==> config.mk <==
export PLATFORM = sky130hd
export DESIGN_NAME = gregorian_date_query_core
export DESIGN_NICKNAME = d
export VERILOG_FILES = /design/src/rtl/core/gdq_pkg.sv /design/src/rtl/core/gdq_prep.sv /design/src/rtl/core/gdq_cal.sv /design/src/rtl/core/gdq_finish.sv /design/src/rtl/core/gregorian_date_query_core.sv
export SDC_FILE = /design/constraint.sdc
export NUM_CORES = 1
export LEC_CHECK = 0
export BUFFER_PORTS_ARGS = -buffer_cell sky130_fd_sc_hd__buf_4
export CAP_MARGIN = 10
export CORE_ASPECT_RATIO = 1.4
export CORE_MARGIN = 5
export CORE_UTILIZATION = 40
export CTS_CLUSTER_SIZE = 10
export DETAILED_ROUTE_END_ITERATION = 8
export HOLD_SLACK_MARGIN = 0.12
export PLACE_DENSITY_LB_ADDON = 0.12
export SLEW_MARGIN = 20
export SYNTH_ARGS = -nofsm -noshare
export SYNTH_HDL_FRONTEND = slang
export SYNTH_HIERARCHICAL = 1
export SYNTH_SLANG_ARGS = --single-unit
export TNS_END_PERCENT = 20
==> constraint.sdc <==
create_clock -name aclk -period 6.92 [get_ports aclk]
set_clock_uncertainty 0.15 [all_clocks]
set_input_delay 0 -clock aclk [delete_from_list [all_inputs] [get_ports aclk]]
set_output_delay 0 -clock aclk [all_outputs]
set_load 0.05 [all_outputs]
==> src/rtl/core/gdq_pkg.sv <==
`timescale 1ns / 1ps
// ----------------------------------------------------------------------------
// Gregorian date query package
// Shared stage types, calendar tables and constant-divisor helpers.
// ----------------------------------------------------------------------------
package gdq_pkg;

    localparam int YEAR_W  = 14;
    localparam int MONTH_W = 4;
    localparam int DAY_W   = 5;

    localparam int S_DATA_W = 24;
    localparam int M_DATA_W = 32;

    // floor(t / 25) = (t * DIV25_MUL) >> DIV25_SHIFT for t below 4682.
    localparam logic [10:0] DIV25_MUL   = 11'd1311;
    localparam int          DIV25_SHIFT = 15;

    localparam logic [2:0] WD_FRIDAY   = 3'd5;
    localparam logic [2:0] WD_SATURDAY = 3'd6;

    localparam logic [3:0] MONTH_JAN = 4'd1;
    localparam logic [3:0] MONTH_FEB = 4'd2;
    localparam logic [3:0] MONTH_DEC = 4'd12;

    // Stage 1: operands prepared, quotient products taken.
    typedef struct packed {
        logic [1:0]  year_lo;
        logic [11:0] year_q4;
        logic [22:0] year_prod;
        logic [23:0] y_prod;
        logic [14:0] y;
        logic [3:0]  m;
        logic [3:0]  month;
        logic [4:0]  day;
    } gdq_s1_t;

    // Stage 2: calendar decoded, weekday sum formed.
    typedef struct packed {
        logic [15:0] wd_sum;
        logic [8:0]  doy;
        logic        leap;
        logic [4:0]  mlen;
        logic [4:0]  day;
        logic        invalid;
    } gdq_s2_t;

    // Result word, most significant field first.
    typedef struct packed {
        logic        date_invalid;
        logic [8:0]  left_in_year;
        logic [4:0]  left_in_month;
        logic [2:0]  left_in_week;
        logic        business_day;
        logic        weekend_flag;
        logic        end_of_week;
        logic [4:0]  month_length;
        logic        leap_year;
        logic [2:0]  weekday;
    } gdq_res_t;

    function automatic logic [4:0] month_days(input logic [3:0] month, input logic leap);
        logic [4:0] d;
        unique case (month)
            4'd1, 4'd3, 4'd5, 4'd7, 4'd8, 4'd10, 4'd12: d = 5'd31;
            4'd4, 4'd6, 4'd9, 4'd11:                    d = 5'd30;
            4'd2:                                       d = leap ? 5'd29 : 5'd28;
            default:                                    d = 5'd0;
        endcase
        return d;
    endfunction

    function automatic logic [8:0] days_before(input logic [3:0] month);
        logic [8:0] d;
        unique case (month)
            4'd1:    d = 9'd0;
            4'd2:    d = 9'd31;
            4'd3:    d = 9'd59;
            4'd4:    d = 9'd90;
            4'd5:    d = 9'd120;
            4'd6:    d = 9'd151;
            4'd7:    d = 9'd181;
            4'd8:    d = 9'd212;
            4'd9:    d = 9'd243;
            4'd10:   d = 9'd273;
            4'd11:   d = 9'd304;
            4'd12:   d = 9'd334;
            default: d = 9'd0;
        endcase
        return d;
    endfunction

    // (31 * m) / 12 for the shifted month number m (March is 1).
    function automatic logic [4:0] month_offset(input logic [3:0] m);
        logic [4:0] d;
        unique case (m)
            4'd1:    d = 5'd2;
            4'd2:    d = 5'd5;
            4'd3:    d = 5'd7;
            4'd4:    d = 5'd10;
            4'd5:    d = 5'd12;
            4'd6:    d = 5'd15;
            4'd7:    d = 5'd18;
            4'd8:    d = 5'd20;
            4'd9:    d = 5'd23;
            4'd10:   d = 5'd25;
            4'd11:   d = 5'd28;
            4'd12:   d = 5'd31;
            default: d = 5'd0;
        endcase
        return d;
    endfunction

endpackage

==> src/rtl/core/gdq_prep.sv <==
`timescale 1ns / 1ps
// ----------------------------------------------------------------------------
// Gregorian date query, stage 1
// Shifts the year into March-based form and starts both divisions by 100.
// ----------------------------------------------------------------------------
module gdq_prep (
    input  logic                          aclk,
    input  logic                          aresetn,
    input  logic                          in_valid,
    output logic                          in_ready,
    input  logic [gdq_pkg::YEAR_W-1:0]    year,
    input  logic [gdq_pkg::MONTH_W-1:0]   month,
    input  logic [gdq_pkg::DAY_W-1:0]     day,
    output logic                          out_valid,
    input  logic                          out_ready,
    output gdq_pkg::gdq_s1_t              out_data
);
    import gdq_pkg::*;

    logic    valid_reg;
    gdq_s1_t data_reg;
    gdq_s1_t data_next;
    logic    early;

    assign in_ready  = !valid_reg || out_ready;
    assign out_valid = valid_reg;
    assign out_data  = data_reg;

    // January and February count as months 11 and 12 of the previous year.
    assign early = (month <= MONTH_FEB);

    always_comb begin
        data_next           = '0;
        data_next.year_lo   = year[1:0];
        data_next.year_q4   = year[13:2];
        data_next.y         = 15'(year) + 15'd400 - 15'(early);
        data_next.m         = early ? 4'(month + 4'd10) : 4'(month - 4'd2);
        data_next.month     = month;
        data_next.day       = day;
        data_next.year_prod = 23'(year[13:2]) * 23'(DIV25_MUL);
        data_next.y_prod    = 24'(data_next.y[14:2]) * 24'(DIV25_MUL);
    end

    always_ff @(posedge aclk) begin
        if (!aresetn) begin
            valid_reg <= 1'b0;
        end else if (in_ready) begin
            valid_reg <= in_valid;
        end
    end

    always_ff @(posedge aclk) begin
        if (in_ready && in_valid) begin
            data_reg <= data_next;
        end
    end

endmodule

==> src/rtl/core/gdq_cal.sv <==
`timescale 1ns / 1ps
// ----------------------------------------------------------------------------
// Gregorian date query, stage 2
// Leap year, month length, range check, day of year and the weekday sum.
// ----------------------------------------------------------------------------
module gdq_cal (
    input  logic              aclk,
    input  logic              aresetn,
    input  logic              in_valid,
    output logic              in_ready,
    input  gdq_pkg::gdq_s1_t  in_data,
    output logic              out_valid,
    input  logic              out_ready,
    output gdq_pkg::gdq_s2_t  out_data
);
    import gdq_pkg::*;

    logic       valid_reg;
    gdq_s2_t    data_reg;
    gdq_s2_t    data_next;
    logic [7:0] year_c;
    logic [7:0] y_c;
    logic [11:0] year_c25;
    logic       cent_year;
    logic       leap;
    logic [4:0] mlen;

    assign in_ready  = !valid_reg || out_ready;
    assign out_valid = valid_reg;
    assign out_data  = data_reg;

    always_comb begin
        year_c   = in_data.year_prod[DIV25_SHIFT +: 8];
        y_c      = in_data.y_prod[DIV25_SHIFT +: 8];
        year_c25 = 12'({year_c, 4'b0}) + 12'({year_c, 3'b0}) + 12'(year_c);
        cent_year = (year_c25 == in_data.year_q4);
        leap     = (in_data.year_lo == 2'b00) && (!cent_year || (year_c[1:0] == 2'b00));
        mlen     = month_days(in_data.month, leap);

        data_next         = '0;
        data_next.leap    = leap;
        data_next.mlen    = mlen;
        data_next.day     = in_data.day;
        data_next.invalid = (mlen == 5'd0) || (in_data.day == 5'd0) || (in_data.day > mlen);
        data_next.doy     = days_before(in_data.month) + 9'(in_data.day)
                          + 9'(leap && (in_data.month > MONTH_FEB));
        data_next.wd_sum  = 16'(in_data.day) + 16'(in_data.y) + 16'(in_data.y[14:2])
                          - 16'(y_c) + 16'(y_c[7:2]) + 16'(month_offset(in_data.m));
    end

    always_ff @(posedge aclk) begin
        if (!aresetn) begin
            valid_reg <= 1'b0;
        end else if (in_ready) begin
            valid_reg <= in_valid;
        end
    end

    always_ff @(posedge aclk) begin
        if (in_ready && in_valid) begin
            data_reg <= data_next;
        end
    end

endmodule

==> src/rtl/core/gdq_finish.sv <==
`timescale 1ns / 1ps
// ----------------------------------------------------------------------------
// Gregorian date query, stage 3
// Reduces the weekday sum modulo 7 and forms the flags and remaining counts.
// ----------------------------------------------------------------------------
module gdq_finish (
    input  logic              aclk,
    input  logic              aresetn,
    input  logic              in_valid,
    output logic              in_ready,
    input  gdq_pkg::gdq_s2_t  in_data,
    output logic              out_valid,
    input  logic              out_ready,
    output gdq_pkg::gdq_res_t out_data
);
    import gdq_pkg::*;

    logic     valid_reg;
    gdq_res_t data_reg;
    gdq_res_t data_next;
    logic [5:0] fold1;
    logic [3:0] fold2;
    logic [3:0] fold3;
    logic [2:0] wd;

    assign in_ready  = !valid_reg || out_ready;
    assign out_valid = valid_reg;
    assign out_data  = data_reg;

    always_comb begin
        // Eight is one modulo seven, so octal digits can simply be summed.
        fold1 = 6'(in_data.wd_sum[2:0]) + 6'(in_data.wd_sum[5:3]) + 6'(in_data.wd_sum[8:6])
              + 6'(in_data.wd_sum[11:9]) + 6'(in_data.wd_sum[14:12]) + 6'(in_data.wd_sum[15]);
        fold2 = 4'(fold1[2:0]) + 4'(fold1[5:3]);
        fold3 = 4'(fold2[2:0]) + 4'(fold2[3]);
        wd    = (fold3 == 4'd7) ? 3'd0 : fold3[2:0];

        data_next              = '0;
        data_next.leap_year    = in_data.leap;
        data_next.month_length = in_data.mlen;
        data_next.date_invalid = in_data.invalid;
        if (!in_data.invalid) begin
            data_next.weekday       = wd;
            data_next.end_of_week   = (wd == WD_SATURDAY);
            data_next.weekend_flag  = (wd == WD_FRIDAY) || (wd == WD_SATURDAY);
            data_next.business_day  = !((wd == WD_FRIDAY) || (wd == WD_SATURDAY));
            data_next.left_in_week  = WD_SATURDAY - wd;
            data_next.left_in_month = in_data.mlen - in_data.day + 5'd1;
            data_next.left_in_year  = (in_data.leap ? 9'd367 : 9'd366) - in_data.doy;
        end
    end

    always_ff @(posedge aclk) begin
        if (!aresetn) begin
            valid_reg <= 1'b0;
        end else if (in_ready) begin
            valid_reg <= in_valid;
        end
    end

    always_ff @(posedge aclk) begin
        if (in_ready && in_valid) begin
            data_reg <= data_next;
        end
    end

endmodule

==> src/rtl/core/gregorian_date_query_core.sv <==
`timescale 1ns / 1ps
// Path: an accepted word is registered in stage 1, then in stage 2 and stage 3, one
// register per stage; each of the three stages holds one word, and stage 3 drives m_tdata.
// Throughput: one word per clock cycle while m_tready is high.
// A stalled output holds only the stages behind it that are full, so bubbles close up.
// Reset: aresetn is synchronous and active low; it clears every stage valid bit,
// the data registers are not reset.
// ----------------------------------------------------------------------------
// Gregorian date query core
// Day of week, leap year, month length, week flags and remaining-day counts
// for one date per clock while the output is not stalled, in a three-stage pipeline.
// ----------------------------------------------------------------------------
module gregorian_date_query_core (
    input  logic                            aclk,
    input  logic                            aresetn,
    input  logic                            s_tvalid,
    output logic                            s_tready,
    // [13:0] year, [17:14] month, [22:18] day, [23] zero
    input  logic [gdq_pkg::S_DATA_W-1:0]    s_tdata,
    output logic                            m_tvalid,
    input  logic                            m_tready,
    // [2:0] weekday, [3] leap_year, [8:4] month_length, [9] end_of_week,
    // [10] weekend_flag, [11] business_day, [14:12] left_in_week,
    // [19:15] left_in_month, [28:20] left_in_year, [29] date_invalid, [31:30] zero
    output logic [gdq_pkg::M_DATA_W-1:0]    m_tdata
);
    import gdq_pkg::*;

    // Stage 1 takes the input word apart, folds January and February into the
    // previous year and starts the two divisions by 100 as reciprocal products.
    logic    s1_valid;
    logic    s1_ready;
    gdq_s1_t s1_data;

    // Stage 2 finishes the divisions, decides the leap year, checks the date
    // and forms the weekday sum and the day of the year.
    logic    s2_valid;
    logic    s2_ready;
    gdq_s2_t s2_data;

    // Stage 3 reduces the sum modulo seven and builds the result word. Its
    // register is the output register seen on m_tdata.
    gdq_res_t res;

    gdq_prep u_prep (
        .aclk      (aclk),
        .aresetn   (aresetn),
        .in_valid  (s_tvalid),
        .in_ready  (s_tready),
        .year      (s_tdata[13:0]),
        .month     (s_tdata[17:14]),
        .day       (s_tdata[22:18]),
        .out_valid (s1_valid),
        .out_ready (s1_ready),
        .out_data  (s1_data)
    );

    gdq_cal u_cal (
        .aclk      (aclk),
        .aresetn   (aresetn),
        .in_valid  (s1_valid),
        .in_ready  (s1_ready),
        .in_data   (s1_data),
        .out_valid (s2_valid),
        .out_ready (s2_ready),
        .out_data  (s2_data)
    );

    gdq_finish u_finish (
        .aclk      (aclk),
        .aresetn   (aresetn),
        .in_valid  (s2_valid),
        .in_ready  (s2_ready),
        .in_data   (s2_data),
        .out_valid (m_tvalid),
        .out_ready (m_tready),
        .out_data  (res)
    );

    // The struct is declared most significant field first, matching the map above.
    assign m_tdata = {2'b00, res};

    // An accepted word always lands in the first stage.
    a_accept_fills: assert property (@(posedge aclk) disable iff (!aresetn)
        s_tvalid && s_tready |=> s1_valid)
        else $error("accepted word did not reach stage 1");

    // An invalid date carries zero weekday and zero counts.
    a_invalid_zero: assert property (@(posedge aclk) disable iff (!aresetn)
        m_tvalid && res.date_invalid |->
        (res.weekday == 3'd0) && (res.left_in_month == 5'd0) && (res.left_in_year == 9'd0))
        else $error("invalid date with nonzero fields");

    // A valid date has its remaining days in the month between one and the month length.
    a_month_count: assert property (@(posedge aclk) disable iff (!aresetn)
        m_tvalid && !res.date_invalid |->
        (res.left_in_month != 5'd0) && (res.left_in_month <= res.month_length)
        && (res.left_in_year != 9'd0))
        else $error("remaining-day count out of range");

    // Business day and weekend are exclusive for a valid date.
    a_week_flags: assert property (@(posedge aclk) disable iff (!aresetn)
        m_tvalid && !res.date_invalid |-> (res.business_day != res.weekend_flag))
        else $error("business day and weekend flags disagree");

endmodule

==> flow_summary_export.csv <==
group,metric,value,unit
logic_synthesis,syn_inst,1314,
critical_path,r2r-start,"u_cal/out_data[21]",
job,cap_violations,0,
grt,grt_antenna_before_repair,1,
critical_path,crit_arrival,6.61,ns
worst_hold_path,timing.hold.worst.class,"in2reg",
critical_path,worst_path_max_delay_cell,"dlygate4sd3_1",
sta,period_share,0.9524,
worst_hold_path,hold_start,"s_tdata[20]",
clock_tree,cts_tree,"built",
floorplan,start_util,0.4054,
sta,slew_viol_final,0,
grt,grt_overflow,0,
finish,final_area,0.01637,mm^2
worst_hold_path,hold_end,"u_prep/out_data[2]",
clock_tree,cts_root_buf,"clkbuf_16",
sta,hold_viol,0,
grt,grt_first_pass_wirelength,47110,um
floorplan,die_height,233.1,um
critical_path,critPathMaxStageDelay,0.56,ns
grt,grt_pass1_vias,9819,
clock_tree,h-tree-depth,4,
placed_design,dp_hpwl,23280,um
placed_design,detailed_place.area,0.01544,mm^2
sta,timing.hold.ws,0.1528,ns
finish,final_nets,1898,
sta,fin_ws,0.3297,ns
sta,period_minus_slack,6.590,ns
critical_path,start_kind,"input port",
clock_tree,cts_sinks,124,
clock_tree,cts_buffers,17,
detailed_routing,avgRoutedWirePerCell,14.37,um
critical_path,required,6.94,ns
placed_design,port_buffers,58,
critical_path,cpMostUsedCell,"inv_1",
critical_path,crit_fanout,4,
sta,setup_viol,0,
outcome,status,"complete, no violations",
detailed_routing,via_count,9233,
sta,tightest_slew,0.9535,ns
critical_path,rr_worst_depth,18,
sta,rsz0062_at_grt,"no",
worst_hold_path,whs_path_depth,2,
sta,relSlewSlack,0.3598,
finish,area_delta_synth_final,15.18,%
floorplan,coreArea,0.03507,mm^2
floorplan,die_area,0.03946,mm^2
logic_synthesis,syn_area,0.01421,mm^2
critical_path,rrSetupSlack,1.81,ns
grt,grt_max_degree,58,
floorplan,pin_count,62,
clock_tree,cts_buffer_depth,2,
grt,grt_usage,0.1488,
logic_synthesis,syn_avg_cell_area,10.82,um^2
detailed_routing,drt_iter0_markers,229,
placed_design,gp_congestion,0.8247,
floorplan,chipWidth,169.3,um
placed_design,pre_cts_slack,-0.1741,ns
detailed_routing,vias_per_cell,4.819,
detailed_routing,drc,0,
critical_path,worstSetupPathType,"in2reg",
clock_tree,clkSlewWorstSetupHoldPaths,0.06,ns
logic_synthesis,ys_warn_count,6,
detailed_routing,first_pass_iters,4,
sta,fin_tns_setup,0,ns
clock_tree,clk-insertion-delay-late,0.42,ns
detailed_routing,wirelength,27530,um
sta,fmax,151.7,MHz
detailed_routing,drtAntennaViolNets,0,
finish,fill_cells,3345,
floorplan,rows,81,
finish,drive_above_1_share,0.1145,
critical_path,r2r_end,"u_finish/out_data[2]",
critical_path,cp-end-kind,"flip-flop",
-- stage by stage --
step / util / instances
after detailed placement: 0.4403 / 1851
after global routing: 0.4669 / 1916
after CTS: 0.4655 / 1914
after global placement: 0.4403 / 1851
after floorplan: - / 1315
final: 0.4669 / 1916
-- flip-flops by register name (all words and copies together) (netlist names) --
signal              flops
u_finish/out_data      29
u_prep/out_data        57
u_prep/out_valid        1
u_finish/out_valid      1
u_cal/out_valid         1
u_cal/out_data         35
-- critical path: cells and delay by family --
family,cells,cell delay (ns)
simple gates,1,0.21
buf+inv,8,1.02
fa+ha+maj,9,3.16
xor+xnor,2,0.26
compound gates,9,1.94
-- metal layers --
layer,vias to the layer above,track usage,part of all wire,routed length (um)
met1,4425,0.1587,0.39,10690
met2,112,0.2930,0.56,15320
met4,0,0.05764,0.033,896
met5,-,0,0,0
li1,4652,-,-,-
met3,44,0.01828,0.023,621
-- final cells by class --
cell class                 count  area (um^2)  area share
clock inverter                14        142.6    0.008712
multi-input combinational    874         9355      0.5714
tap                          456        570.5     0.03485
inverter                     298         1119     0.06832
sequential                   124         3694      0.2256
antenna                        1        2.502   0.0001528
timing repair buffer         131         1061     0.06480
clock buffer                  18        429.2     0.02621
-- what timing repair did --
action                                 CTS  global route
hold buffers                            31             0
endpoints found under the hold margin   31             0
resized for setup                        0            10
buffers inserted                         0             1
setup endpoints to repair                0             8
-- layout by cell type (no fill, tap or decap), types with 9 or more instances in the layout --
master           n
dlygate4sd3_1   31
clkbuf_16       17
o211ai_1         9
o21ai_0         29
nand2_1         31
o21a_1           9
nor2_1          41
nand2b_1        10
inv_1          297
xnor2_1         50
edfxtp_1       121
a21o_1          29
nor2b_1         18
xor2_1          27
fa_1           133
a21oi_1         49
nand3_1         19
nor3_1          10
buf_4          100
ha_1           289
-- worst max-delay path by stage --
stage / from / endpoint / slack, ns
4_1_cts: s_tdata[0] / u_prep/out_data[50] / 0.0003
3_3_place_gp: s_tdata[14] / u_prep/out_data[46] / -0.13
5_1_grt: s_tdata[0] / u_prep/out_data[45] / 0.007
3_5_place_dp: s_tdata[14] / u_prep/out_data[50] / -0.17
6_report: s_tdata[0] / u_prep/out_data[46] / 0.33
2_1_floorplan: s_tdata[14] / u_prep/out_data[45] / 0.06
Power is left out: the tool's default activity adds up to more than one toggle a clock period on the data nets, which glitch-free logic cannot reach.
